`config.mk`:
```
export PLATFORM = sky130hd
export DESIGN_NAME = utf8_codepoint_decoder
export DESIGN_NICKNAME = d
export VERILOG_FILES = /design/src/design/ucd_pkg.sv /design/src/design/utf8_codepoint_decoder.sv /design/src/design/ucd_decode.sv /design/src/design/ucd_emit.sv
export SDC_FILE = /design/constraint.sdc
export NUM_CORES = 1
export LEC_CHECK = 0
export BUFFER_PORTS_ARGS = -buffer_cell sky130_fd_sc_hd__buf_2
export CORE_MARGIN = 5
export CORE_UTILIZATION = 49
export CTS_CLUSTER_DIAMETER = 50
export DETAILED_ROUTE_END_ITERATION = 6
export PLACE_DENSITY = 0.69
export SYNTH_ARGS = -nofsm -noshare
export SYNTH_HDL_FRONTEND = slang
export SYNTH_SLANG_ARGS = --single-unit
```
`constraint.sdc`:
```
create_clock -name clk -period 3.3 [get_ports clk]
set_input_delay 0.165 -clock clk [delete_from_list [all_inputs] [get_ports clk]]
set_output_delay 0.165 -clock clk [all_outputs]
set_load 0.01 [all_outputs]
```
`src/design/ucd_pkg.sv`:
```
`timescale 1ns / 1ps
// ----------------------------------------------------------------------------
// UTF-8 code point decoder package
// Shared result types, lead byte constants and the decode helper functions.
// ----------------------------------------------------------------------------
package ucd_pkg;

  localparam int CP_W    = 21;
  localparam int BYTE_W  = 8;
  localparam int MAX_RES = 4;
  localparam int CNT_W   = 3;

  // Sequence lengths, as coded by a lead byte.
  localparam logic [2:0] SEQ_ONE   = 3'd1;
  localparam logic [2:0] SEQ_TWO   = 3'd2;
  localparam logic [2:0] SEQ_THREE = 3'd3;
  localparam logic [2:0] SEQ_FOUR  = 3'd4;

  // Lead byte masks and patterns.
  localparam logic [7:0] LEAD2_MASK = 8'hE0;
  localparam logic [7:0] LEAD2_PAT  = 8'hC0;
  localparam logic [7:0] LEAD3_MASK = 8'hF0;
  localparam logic [7:0] LEAD3_PAT  = 8'hE0;
  localparam logic [7:0] LEAD4_MASK = 8'hF8;
  localparam logic [7:0] LEAD4_PAT  = 8'hF0;

  typedef struct packed {
    logic [CP_W-1:0] code_point;
    logic            end_of_text;
  } result_t;

  // All results that one input byte produces, head entry at index 0.
  typedef struct packed {
    logic [CNT_W-1:0]          count;
    result_t [MAX_RES-1:0]     res;
  } bundle_t;

  // Number of bytes in the sequence that a byte opens.
  function automatic logic [2:0] seq_len(input logic [7:0] b);
    logic [2:0] len;
    if (!b[7]) begin
      len = SEQ_ONE;
    end else if ((b & LEAD2_MASK) == LEAD2_PAT) begin
      len = SEQ_TWO;
    end else if ((b & LEAD3_MASK) == LEAD3_PAT) begin
      len = SEQ_THREE;
    end else if ((b & LEAD4_MASK) == LEAD4_PAT) begin
      len = SEQ_FOUR;
    end else begin
      len = SEQ_ONE;
    end
    return len;
  endfunction

  // A byte reported unchanged.
  function automatic logic [CP_W-1:0] raw_cp(input logic [7:0] b);
    return {{(CP_W-BYTE_W){1'b0}}, b};
  endfunction

  // Merge a sequence of the given length; trailing bytes give six bits each.
  function automatic logic [CP_W-1:0] assemble(input logic [2:0] len,
                                                input logic [7:0] b0,
                                                input logic [7:0] b1,
                                                input logic [7:0] b2,
                                                input logic [7:0] b3);
    logic [CP_W-1:0] cp;
    case (len)
      SEQ_TWO:   cp = {10'd0, b0[4:0], b1[5:0]};
      SEQ_THREE: cp = {5'd0, b0[3:0], b1[5:0], b2[5:0]};
      SEQ_FOUR:  cp = {b0[2:0], b1[5:0], b2[5:0], b3[5:0]};
      default:   cp = raw_cp(b0);
    endcase
    return cp;
  endfunction

endpackage

```
`src/design/utf8_codepoint_decoder.sv`:
```
`timescale 1ns / 1ps
// ----------------------------------------------------------------------------
// UTF-8 code point decoder
// Decodes a zero-terminated byte stream into code points, with an end marker
// after each terminator.
// ----------------------------------------------------------------------------
// Usage:
//   Bytes enter on in_valid / in_ready / in_byte. Results leave on
//   out_valid / out_ready with out_code_point, out_end_of_text and out_last;
//   out_last flags the final result that one input byte produced.
//   A byte that opens or only extends a pending sequence produces no result.
//   A byte is held in the input register; its results are then loaded into
//   the result queue once the queue can take them, and out_valid rises once
//   they are loaded. The first result transfers when the output side is
//   free. Throughput: one byte per cycle while the result queue can take
//   each byte's results. A terminator produces up to four results that
//   leave one per cycle while out_ready is high, and the input stalls behind
//   them until the last result of that bundle in the result queue transfers.
//   When the receiver stalls, the pending result stays on the output. Bytes
//   that produce no result still pass through the input register; the first
//   byte that produces a result waits there, and then in_ready drops.
//   Reset clears the input register, the result queue and the pending byte
//   count; the block starts with no sequence in progress.
// ----------------------------------------------------------------------------
module utf8_codepoint_decoder (
  input  logic        clk,
  input  logic        rst_n,
  input  logic        in_valid,
  output logic        in_ready,
  input  logic [7:0]  in_byte,
  output logic        out_valid,
  input  logic        out_ready,
  output logic [20:0] out_code_point,
  output logic        out_end_of_text,
  output logic        out_last
);
  import ucd_pkg::*;

  logic       in_full_r;
  logic [7:0] in_byte_r;
  logic       advance;
  logic       load;
  logic       emit_free;
  bundle_t    bundle;

  // The held byte is decoded once the queue can take its results; a byte
  // with no results moves on regardless.
  assign advance  = in_full_r && ((bundle.count == '0) || emit_free);
  assign load     = advance && (bundle.count != '0);
  assign in_ready = !in_full_r || advance;

  // Input register.
  always_ff @(posedge clk) begin
    if (in_valid && in_ready) begin
      in_byte_r <= in_byte;
    end
  end

  always_ff @(posedge clk) begin
    if (!rst_n) begin
      in_full_r <= 1'b0;
    end else if (in_ready) begin
      in_full_r <= in_valid;
    end
  end

  ucd_decode u_decode (
    .clk     (clk),
    .rst_n   (rst_n),
    .step    (advance),
    .byte_in (in_byte_r),
    .bundle  (bundle)
  );

  ucd_emit u_emit (
    .clk             (clk),
    .rst_n           (rst_n),
    .load            (load),
    .bundle          (bundle),
    .free            (emit_free),
    .out_valid       (out_valid),
    .out_ready       (out_ready),
    .out_code_point  (out_code_point),
    .out_end_of_text (out_end_of_text),
    .out_last        (out_last)
  );

endmodule

```
`src/design/ucd_decode.sv`:
```
`timescale 1ns / 1ps
// ----------------------------------------------------------------------------
// UTF-8 decode step
// Holds the pending lead and continuation bytes and turns one input byte
// into the bundle of results that it produces.
// ----------------------------------------------------------------------------
module ucd_decode (
  input  logic             clk,
  input  logic             rst_n,
  input  logic             step,
  input  logic [7:0]       byte_in,
  output ucd_pkg::bundle_t bundle
);
  import ucd_pkg::*;

  logic [7:0] pend_r [3];
  logic [1:0] pend_cnt_r;
  logic [1:0] pend_cnt_nxt;
  logic       wr_en;
  logic [1:0] wr_idx;
  logic [2:0] lead_len;
  logic [2:0] cnt_ext;
  logic       completing;
  logic [7:0] seq1;
  logic [7:0] seq2;

  assign lead_len = seq_len(pend_r[0]);
  assign cnt_ext  = {1'b0, pend_cnt_r};
  assign completing = ((cnt_ext + 3'd1) >= lead_len) || (pend_cnt_r == 2'd3);
  // The new byte sits right after the held bytes.
  assign seq1 = (pend_cnt_r == 2'd1) ? byte_in : pend_r[1];
  assign seq2 = (pend_cnt_r == 2'd2) ? byte_in : pend_r[2];

  // Result bundle and next pending state.
  always_comb begin
    bundle       = '0;
    pend_cnt_nxt = pend_cnt_r;
    wr_en        = 1'b0;
    wr_idx       = pend_cnt_r;
    if (byte_in != 8'd0) begin
      if (pend_cnt_r == 2'd0) begin
        if (seq_len(byte_in) == SEQ_ONE) begin
          bundle.count             = 3'd1;
          bundle.res[0].code_point = raw_cp(byte_in);
        end else begin
          wr_en        = 1'b1;
          pend_cnt_nxt = 2'd1;
        end
      end else if (completing) begin
        bundle.count             = 3'd1;
        bundle.res[0].code_point = assemble(cnt_ext + 3'd1, pend_r[0], seq1, seq2,
                                            byte_in);
        pend_cnt_nxt             = 2'd0;
      end else begin
        wr_en        = 1'b1;
        pend_cnt_nxt = pend_cnt_r + 2'd1;
      end
    end else begin
      // Terminator: the held lead is always incomplete, so it goes out raw;
      // only a two-byte lead in the second slot can still be decoded.
      pend_cnt_nxt = 2'd0;
      case (pend_cnt_r)
        2'd0: begin
          bundle.count              = 3'd1;
          bundle.res[0].end_of_text = 1'b1;
        end
        2'd1: begin
          bundle.count              = 3'd2;
          bundle.res[0].code_point  = raw_cp(pend_r[0]);
          bundle.res[1].end_of_text = 1'b1;
        end
        2'd2: begin
          bundle.count              = 3'd3;
          bundle.res[0].code_point  = raw_cp(pend_r[0]);
          bundle.res[1].code_point  = raw_cp(pend_r[1]);
          bundle.res[2].end_of_text = 1'b1;
        end
        2'd3: begin
          bundle.res[0].code_point = raw_cp(pend_r[0]);
          if (seq_len(pend_r[1]) == SEQ_TWO) begin
            bundle.count              = 3'd3;
            bundle.res[1].code_point  = assemble(SEQ_TWO, pend_r[1], pend_r[2],
                                                 8'd0, 8'd0);
            bundle.res[2].end_of_text = 1'b1;
          end else begin
            bundle.count              = 3'd4;
            bundle.res[1].code_point  = raw_cp(pend_r[1]);
            bundle.res[2].code_point  = raw_cp(pend_r[2]);
            bundle.res[3].end_of_text = 1'b1;
          end
        end
        default: begin
          bundle.count = 3'd0;
        end
      endcase
    end
  end

  // Pending byte store.
  always_ff @(posedge clk) begin
    if (step && wr_en) begin
      pend_r[wr_idx] <= byte_in;
    end
  end

  // Pending byte count.
  always_ff @(posedge clk) begin
    if (!rst_n) begin
      pend_cnt_r <= 2'd0;
    end else if (step) begin
      pend_cnt_r <= pend_cnt_nxt;
    end
  end

`ifndef NO_ASSERTIONS
  a_lead_held: assert property (@(posedge clk) disable iff (!rst_n)
    (pend_cnt_r != 2'd0) |-> (lead_len != SEQ_ONE))
    else $error("held first byte is not a multibyte lead");

  a_lead_incomplete: assert property (@(posedge clk) disable iff (!rst_n)
    (pend_cnt_r != 2'd0) |-> (cnt_ext < lead_len))
    else $error("held sequence is already complete");

  a_term_clears: assert property (@(posedge clk) disable iff (!rst_n)
    (step && (byte_in == 8'd0)) |=> (pend_cnt_r == 2'd0))
    else $error("terminator left bytes pending");
`endif

endmodule

```
`src/design/ucd_emit.sv`:
```
`timescale 1ns / 1ps
// ----------------------------------------------------------------------------
// UTF-8 result emitter
// Holds one result bundle and hands its entries out one transfer at a time.
// ----------------------------------------------------------------------------
module ucd_emit (
  input  logic             clk,
  input  logic             rst_n,
  input  logic             load,
  input  ucd_pkg::bundle_t bundle,
  output logic             free,
  output logic             out_valid,
  input  logic             out_ready,
  output logic [20:0]      out_code_point,
  output logic             out_end_of_text,
  output logic             out_last
);
  import ucd_pkg::*;

  result_t [MAX_RES-1:0] res_r;
  result_t [MAX_RES-1:0] res_nxt;
  logic [CNT_W-1:0]      cnt_r;
  logic [CNT_W-1:0]      cnt_nxt;
  logic                  pop;

  assign out_valid       = (cnt_r != '0);
  assign pop             = out_valid && out_ready;
  assign free            = (cnt_r == '0) || ((cnt_r == CNT_W'(1)) && out_ready);
  assign out_code_point  = res_r[0].code_point;
  assign out_end_of_text = res_r[0].end_of_text;
  assign out_last        = (cnt_r == CNT_W'(1));

  // Load a new bundle or shift the queue by one after a transfer.
  always_comb begin
    res_nxt = res_r;
    cnt_nxt = cnt_r;
    if (load) begin
      res_nxt = bundle.res;
      cnt_nxt = bundle.count;
    end else if (pop) begin
      res_nxt = {result_t'('0), res_r[MAX_RES-1:1]};
      cnt_nxt = cnt_r - CNT_W'(1);
    end
  end

  always_ff @(posedge clk) begin
    res_r <= res_nxt;
  end

  always_ff @(posedge clk) begin
    if (!rst_n) begin
      cnt_r <= '0;
    end else begin
      cnt_r <= cnt_nxt;
    end
  end

`ifndef NO_ASSERTIONS
  a_load_when_free: assert property (@(posedge clk) disable iff (!rst_n)
    load |-> free)
    else $error("bundle loaded over undelivered results");

  a_count_range: assert property (@(posedge clk) disable iff (!rst_n)
    cnt_r <= CNT_W'(MAX_RES))
    else $error("result count out of range");

  a_pop_step: assert property (@(posedge clk) disable iff (!rst_n)
    (pop && !load) |=> (cnt_r == $past(cnt_r) - CNT_W'(1)))
    else $error("transfer did not retire exactly one result");

  a_eot_is_last: assert property (@(posedge clk) disable iff (!rst_n)
    (out_valid && out_end_of_text) |-> out_last)
    else $error("end marker is not the final result of its byte");
`endif

endmodule
```
## After elaboration in Yosys (flattened, before gate mapping)

Memories as Yosys holds them, arrays and structs flattened.
Index checks and enable logic that the tools add are counted.

- Input port bits: 12
- Bits in writable memories: 24
- Flip-flop bits (word level): 81
- Memories kept: 1

- Order comparisons: 1
- Multiplexer cells: 53
- Reductions and logical operators: 20
- Equality and inequality tests: 19
- Add/sub/neg operators: 3

Memories:

| memory | depth | width | read ports | clocked after Yosys merged registers in | wr ports | line | RTL |
|---|---|---|---|---|---|---|---|
| u_decode.pend_r | 3 | 8 | 3 | 0 | 1 | ucd_decode.sv:16 | `logic [7:0] pend_r [3];` |

Operators with widths:

| kind | number |
|---|---|
| two-way mux 67 bit | 2 |
| two-way mux 21 bit | 3 |
| two-way mux 3 bit | 21 |
| case mux 21 bit (3 select lines) | 1 |
| two-way mux 45 bit | 1 |
| two-way mux 22 bit | 2 |
| case mux 22 bit (2 select lines) | 1 |
| two-way mux 8 bit | 2 |
| == test 5 bit, second input constant | 3 |
| == test 3 bit, second input constant | 4 |
| == test 4 bit, second input constant | 3 |
| two-way mux 1 bit | 12 |
| two-way mux 6 bit | 2 |
| case mux 3 bit (4 select lines) | 1 |
| two-way mux 11 bit | 1 |
| == test 3 x 2 -> 1 bit, second input constant | 3 |
| two-way mux 2 bit | 4 |
| nonzero test 8 bit | 1 |
| == test 3 x 1 -> 1 bit, second input constant | 2 |
| logical AND 1 bit | 6 |
| logical NOT 3 bit | 2 |
| nonzero test 3 bit | 2 |
| == test 2 bit, second input constant | 2 |
| logical OR 1 bit | 4 |
| 11 further kinds | 11 |

## Longest topological paths before layout

Gate-level depths: netlist (run 1).
An unclocked memory read counts as a cell.

- Depth after elaboration: 18
- Mapped depth: 10
- Depth with buffers taken out: 9

## Modules after synthesis

From an unflattened synthesis (run 1), not the netlist that was laid out.

- Cells, all modules: 485
- Area, all modules: 6,557.5 µm²

By module, submodules not included:

| module | times used | sequential area each (µm²) | area an instance (µm²) | cells each |
|---|---|---|---|---|
| ucd_emit | 1 | 2,702.6 | 4,026.4 | 236 |
| ucd_decode | 1 | 760.7 | 2,209.6 | 230 |
| utf8_codepoint_decoder | 1 | 260.2 | 321.6 | 19 |

## Least setup slack after synthesis (run 1)

OpenSTA, ideal clock, no wires.

- Path kind: register to register
- Start: memory u_decode.pend_r[0][3]
- End: register u_emit.res_r, in the netlist u_emit.out_code_point[0] (enable)
- Slack: 0.231 ns
- Stages on the path, launching flop included: 9
- Library setup time: 0.398 ns
- Required time: 2.902 ns
- Arrival time: 2.671 ns
- Path through: edfxtp_1 -> or3_1 -> o21a_1 -> ha_1 -> nor2b_1 -> o21a_1 -> o211ai_2 -> a21oi_1 -> inv_1

RTL lines:

| what | line | RTL |
|---|---|---|
| start: declaration | ucd_decode.sv:16 |  |
| end signal: assignment | ucd_emit.sv:47 | `res_r <= res_nxt;` |
| end: declaration | ucd_emit.sv:20 | `result_t [MAX_RES-1:0] res_r;` |

## Worst setup path after layout (run 1)

- Start: register u_decode.pend_cnt_r[0]
- End: output in_ready

- Word-level cells in the longest chain between the ends: 10

Ends and longest elaborated chain:

| what | line | RTL |
|---|---|---|
| start: declaration | ucd_decode.sv:17 | `logic [1:0] pend_cnt_r;` |
| start signal: assignment | ucd_decode.sv:111 | `pend_cnt_r <= pend_cnt_nxt;` |
| adder 2 x 1 -> 3 bit | ucd_decode.sv:29 | `assign completing = ((cnt_ext + 3'd1) >= lead_len) \|\| (pend_cnt_r == 2'd3);` |
| >= comparator 3 bit | ucd_decode.sv:29 |  |
| logical OR 1 bit | ucd_decode.sv:29 |  |
| two-way mux 1 bit | ucd_decode.sv:49 | `end else if (completing) begin` |
| two-way mux 3 bit | ucd_decode.sv:41 | `if (pend_cnt_r == 2'd0) begin` |
| two-way mux 3 bit (*) | ucd_decode.sv:40 | `if (byte_in != 8'd0) begin` |
| logical NOT 3 bit (*) | utf8_codepoint_decoder.sv:48 | `assign advance = in_full_r && ((bundle.count == '0) \|\| emit_free);` |
| logical OR 1 bit (*) | utf8_codepoint_decoder.sv:48 |  |
| logical AND 1 bit (*) | utf8_codepoint_decoder.sv:48 |  |
| logical OR 1 bit (*) | utf8_codepoint_decoder.sv:50 | `assign in_ready = !in_full_r \|\| advance;` |
| end: declaration | utf8_codepoint_decoder.sv:29 | `output logic in_ready,` |

Every way passes the cells marked *; elsewhere a longest branch is shown, timed or not.

==> results of run 1 <==
-- cell usage after synthesis, drive strengths merged --
master / number
edfxtp: 76
buf: 27
nand2: 19
mux2: 17
and2: 14
o21ai: 14
nor2: 12
nor3: 12
ha: 11
clkbuf: 10
inv: 10
a22oi: 9
and3: 9
a21o: 8
a21oi: 7
a222oi: 6
a22o: 6
dfxtp: 6
a211oi: 5
o211ai: 4
o21a: 4
a221oi: 3
nand2b: 3
nor2b: 3
nor4: 3
o2bb2ai: 3
and4: 2
nand3: 2
nor3b: 2
o31ai: 2
or3: 2
a41oi: 1
and4b: 1
mux2i: 1
nand3b: 1
nand4: 1
o221a: 1
o22ai: 1
o31a: 1
o32a: 1
o32ai: 1
o41ai: 1
or3b: 1
-- how the worst min path moves through the flow --
stage	start	endpoint	slack [ns]	depth (start not counted)
after floorplan	in_byte[0]	in_byte_r[0]	0.26	0
after global placement	in_byte[1]	in_byte_r[1]	0.34	1
after detailed placement	in_byte[5]	in_byte_r[5]	0.34	1
after CTS	in_valid	in_full_r	0.04	2
after global routing	in_valid	in_full_r	0.07	2
final	in_valid	in_full_r	0.05	2
-- kinds of logic (layout without fill, tap and decap cells) --
logic type	after synthesis	in the layout
AND/OR/NAND/NOR	87	87
adder cells (fa/ha/maj)	11	11
buffers and inverters	47	77
flip-flops	82	82
multiplexers	18	18
AO/OA/AOI/OAI	78	78
-- timing repair --
| action | in CTS | in global routing |
|---|---|---|
| setup buffers | 0 | 0 |
| hold buffers | 8 | 0 |
| endpoints found under the hold margin | 8 | 0 |
| setup endpoints to repair | 0 | 1 |
-- flip-flops by register name (all words and copies together) (netlist names) --
signal	flops
u_emit.cnt_r	3
u_emit.res_r	22
in_full_r	1
in_byte_r	8
u_emit.out_end_of_text	1
u_decode.pend_r	24
u_decode.pend_cnt_r	2
u_emit.out_code_point	21
-- routing by layer --
layer	vias to the layer above	share of wire, %	GRT usage (%)
met5	-	0	0
met4	0	1.5	6.054
met3	10	5.6	3.140
met2	90	46	26.69
met1	1317	47	25.09
li1	1269	-	-
-- worst max-delay path: stages (launching register included) --
cell	delay (ns)
dfxtp_1	0.48
inv_1	0.15
ha_1	0.34
ha_1	0.20
a211oi_1	0.27
o21ai_0	0.22
a211oi_2	0.48
nor3b_1	0.16
inv_1	0.09
buf_2	0.12
-- area by class of cell --
| cell class | instances | area (µm²) | share of cell area (%) |
|---|---|---|---|
| Multi-Input combinational cell | 194 | 1460 | 32.32 |
| Sequential cell | 82 | 2402 | 53.17 |
| Timing Repair Buffer | 52 | 320.3 | 7.089 |
| Clock inverter | 6 | 42.54 | 0.9416 |
| Clock buffer | 9 | 123.9 | 2.742 |
| Tap cell | 105 | 131.4 | 2.908 |
| Inverter | 10 | 37.54 | 0.8308 |
-- report_power, final --
part	switching, mW	internal, mW
Sequential	0.0979	1.50
Combinational	0.489	0.345
Clock	0.371	0.269
Total	0.958	2.12
-- per-stage QoR --
step	worst slack (ns)	area [µm²]
global route	0.01228	4518
detailed placement	0.3358	4272
finish	0.2782	4518
global placement	0.4372	4272
floorplan	0.2308	4159
CTS	0.2514	4518
==> results_dict.tcl, run 1 <==
set metrics [dict create \
    status "finished, final reports clean" \
    nets 372 \
    grt_pass1_wl_um 13680 \
    wire_per_inst_um 18.68 \
    finClkSkew_ns 0.01137 \
    grtUsageTotal_pct 17.43 \
    core_mm2 0.008258 \
    r2r_start "u_decode.pend_cnt_r[0]" \
    instances_no_fill 458 \
    final_common_cell "edfxtp_1" \
    ys_seq_area_share_pct 57.76 \
    cts.reportedPaths.clkPinSlew_ns 0.07 \
    firstDrtPassIters 6 \
    antenna_cells 0 \
    grt_setup_unrepaired "no" \
    synth_xor_area_share_pct 0 \
    die_x_um 102.1 \
    hold_viol 0 \
    finalMaxSlewViolations 0 \
    startpoint "u_decode.pend_cnt_r[0]" \
    cts_tree "yes" \
    synth_adder_area_share_pct 3.309 \
    synth_top_family_by_area "compound AO/OA/AOI/OAI gates" \
    synth.distinct_cells 54 \
    vias_per_cell 5.865 \
    area_growth_pct 8.634 \
    path_class "register to primary output" \
    r2r_end "u_decode.pend_r[2][6]" \
    netlist.area_leader.share_pct 54.87 \
    max_freq_ghz 0.3309 \
    drive_above_1_share_pct 24.08 \
    ant_nets 0 \
    totalWireLength_um 8556 \
    final_cell_mix "76 x edfxtp_1, 36 x buf_2, 18 x nand2_1" \
    syn-cell-area_mm2 0.004159 \
    power_density_mw_per_mm2 680.7 \
    finalHoldWorstSlack_ns 0.05006 \
    hp-class "input pin to register" \
    crit_end "in_ready" \
    hpwl_um 6066 \
    rrSetupSlack_ns 0.34 \
    worst_pin_slew_ns 0.5737 \
    synth_area_leaders "edfxtp_1 55%, buf_4 4.2%, ha_1 3.3%" \
    crit_fanout 8 \
    arrival_ns 2.86 \
    avgSynthCellArea_um2 12.88 \
    vias 2686 \
    r2r_cells 7 \
    fin_crit_sh_pct 91.57 \
    first_global_vias 2570 \
    cts.repair.resized 0 \
    antenna_found_initial 0 \
    ir_drop_v 0.0002794 \
    syn_inst 323 \
    port_buffers 36 \
    startpoint_type "register" \
    layout_min_cycle_time_ns 3.022 \
    start_util_pct 50.36 \
    yosys.area_share.simple_pct 11.58 \
    ys_seq_elements 82 \
    ys_warn_count 0 \
    p_leak_nw 1.676 \
    synth_area_leader_cell "edfxtp_1" \
    htree_levels 3 \
    cts-root-buf "clkbuf_8" \
    endpoint_kind "primary output" \
    synth.area.mux_share_pct 5.475 \
    crit_required_ns 3.13 \
    slew_headroom_pct 61.59 \
    cts_buffers 9 \
    rows 33 \
    synth_nets 346 \
    dieArea_mm2 0.01043 \
    post-place-cells 435 \
    ios 37 \
    max-clock-path-buffers 2 \
    clkLatencyLatePin_ns 0.35 \
    cts.sinks 82 \
    gp_congestion 0.8864 \
    fin_tns_setup_ns 0 \
    post-route-drc-count 0 \
    grt_overflow_total 0 \
    grt_max_degree 45 \
    drt_iter0_markers 231 \
    synth-compound-area-share_pct 14.74 \
    setup_viol 0 \
    total_power_mw 3.075 \
    die_y_um 102.1 \
    fillers 709 \
    drv_cap 0 \
    utilization_pct 54.71 \
]
Note: power is estimated with default switching activity, not from simulation.
==> inputs of run 2 (changes only) <==
--- a/config.mk
+++ b/config.mk
@@ -7,10 +7,10 @@
 export LEC_CHECK = 0
 export BUFFER_PORTS_ARGS = -buffer_cell sky130_fd_sc_hd__buf_2
 export CORE_MARGIN = 5
-export CORE_UTILIZATION = 49
+export CORE_UTILIZATION = 53
 export CTS_CLUSTER_DIAMETER = 50
 export DETAILED_ROUTE_END_ITERATION = 6
-export PLACE_DENSITY = 0.69
+export PLACE_DENSITY = 0.74
 export SYNTH_ARGS = -nofsm -noshare
 export SYNTH_HDL_FRONTEND = slang
 export SYNTH_SLANG_ARGS = --single-unit
==> results_dict.tcl, run 2 (synthesized netlist as in run 1, its figures left out) <==
set metrics [dict create \
    drt_iter0_markers 288 \
    startpoint "u_decode.pend_cnt_r[0]" \
    r2r_start "u_decode.pend_cnt_r[0]" \
    cts.repair.resized 0 \
    antenna_cells 0 \
    dp_slack_ns 0.3852 \
    drv_cap 0 \
    clkLatencyLatePin_ns 0.36 \
    wire_per_inst_um 18.50 \
    finalMaxSlewViolations 0 \
    gp_congestion 0.9345 \
    rows 32 \
    die_x_um 98.59 \
    slew_headroom_pct 60.79 \
    final_cell_mix "76 x edfxtp_1, 36 x buf_2, 18 x nand2_1" \
    finalHoldWorstSlack_ns 0.02986 \
    antenna_found_initial 0 \
    grt_max_degree 45 \
    crit_family "compound AO/OA/AOI/OAI gates" \
    totalWireLength_um 8509 \
    ant_nets 0 \
    layout_min_cycle_time_ns 3.067 \
    power_density_mw_per_mm2 689.6 \
    htree_levels 3 \
    cts.sinks 82 \
    p_comb_share_pct 26.7 \
    p_int_mw 2.207 \
    nets 376 \
    grtUsageTotal_pct 18.01 \
    core_mm2 0.007687 \
    max_freq_ghz 0.3260 \
    fin_crit_sh_pct 92.95 \
    startpoint_type "register" \
    largest_register_ffs 24 \
    endpoint_kind "primary output" \
    path_buf_inv 3 \
    status "finished, final reports clean" \
    vias 2759 \
    crit_required_ns 3.13 \
    cts_tree "yes" \
    crit_slowest_cell "dfxtp_1" \
    layout_setup_ws_ns 0.2327 \
    grt_setup_unrepaired "no" \
    grt_pass1_wl_um 13620 \
    max-clock-path-buffers 2 \
    clkPwrFrac_pct 22.5 \
    grt_overflow_total 0 \
    largest-register "u_decode.pend_r" \
    crit_fanout 8 \
    path_cells "inv_1 -> ha_1 -> ha_1 -> a211oi_1 -> o21ai_0 -> a211oi_2 -> nor3b_1 -> inv_1 -> buf_2" \
    ios 37 \
    setup_viol 0 \
    crit_end "in_ready" \
    ir_drop_v 0.0003424 \
    multi_input_area_mm2 0.001460 \
    hold_viol 0 \
    slowest_delay_ns 0.48 \
    start_util_pct 54.10 \
    hp-class "input pin to register" \
    cts-root-buf "clkbuf_8" \
    drive_above_1_share_pct 24.58 \
    die_y_um 98.59 \
    first_global_vias 2575 \
    fillers 646 \
    path_class "register to primary output" \
    r2r_end "u_decode.pend_r[2][0]" \
    cts_buffers 9 \
    vias_per_cell 5.998 \
    worst_pin_slew_ns 0.5860 \
    port_buffers 36 \
    cts.reportedPaths.clkPinSlew_ns 0.08 \
    p_sw_mw 0.9407 \
    fin_tns_setup_ns 0 \
    firstDrtPassIters 6 \
    swShare_pct 29.89 \
    p_seq_share_pct 50.8 \
    regArea_mm2 0.002402 \
    finClkSkew_ns 0.009938 \
    area_growth_pct 9.747 \
    dieArea_mm2 0.009719 \
    arrival_ns 2.90 \
    critical_path_depth 9 \
    p_leak_nw 1.714 \
    rrSetupSlack_ns 0.29 \
    final_common_cell "edfxtp_1" \
    r2r_cells 7 \
    post-route-drc-count 0 \
    hpwl_um 5840 \
]
[run 2: cell count changes in the layout (fill, tap and decap cells not counted)]
cell / change
bufinv_16: +1
clkinv_1: -1
clkinv_2: +1
clkbuf_1: +3
clkinvlp_4: -3
buf_4: +4
[run 2: layout make-up]
| cell class | count | share of cell area, % |
|---|---|---|
| timing repair buffer | 56 | 7.675 |
| tap | 102 | 2.796 |
| inverter | 10 | 0.8224 |
| sequential | 82 | 52.63 |
| multi-input combinational | 194 | 31.99 |
| clock buffer | 12 | 2.961 |
| clock inverter | 4 | 1.124 |
[run 2: layer usage]
layer,up-vias,wire length (µm),global-route usage (%)
met1,1310,3573,25.83
met3,17,874,4.742
li1,1281,-,-
met5,-,0,0
met4,0,171,6.513
met2,151,3889,26.47
[run 2: worst min path at each step]
stage / from / endpoint / slack [ns] / cells past startpoint
6_report: in_valid / in_full_r / 0.03 / 2
3_3_place_gp: in_byte[5] / in_byte_r[5] / 0.34 / 1
3_5_place_dp: in_byte[2] / in_byte_r[2] / 0.34 / 1
4_1_cts: in_valid / in_full_r / 0.03 / 2
5_1_grt: in_valid / in_full_r / 0.03 / 2
2_1_floorplan: in_byte[0] / in_byte_r[0] / 0.26 / 0
[run 2: stage by stage]
step	util [%]	total power, mW	instances	instance area, µm²
after floorplan	-	2.323	323	4159
after global placement	55.91	2.434	436	4298
after detailed placement	55.91	2.460	436	4298
after CTS	59.38	3.170	460	4564
after global routing	59.38	3.316	460	4564
final	59.38	3.148	460	4564
[run 2: what timing repair did]
item                                   CTS  global route
buffers inserted                         0             0
endpoints found under the hold margin    8             0
hold buffers                             8             0
[run 2: power groups by stage]
stage	registers, mW	logic, mW	clock network (mW)
2_1_floorplan	1.61	0.717	0
3_3_place_gp	1.61	0.823	0
3_5_place_dp	1.62	0.838	0
4_1_cts	1.60	0.849	0.723
5_1_grt	1.63	0.923	0.768
6_report	1.60	0.841	0.708
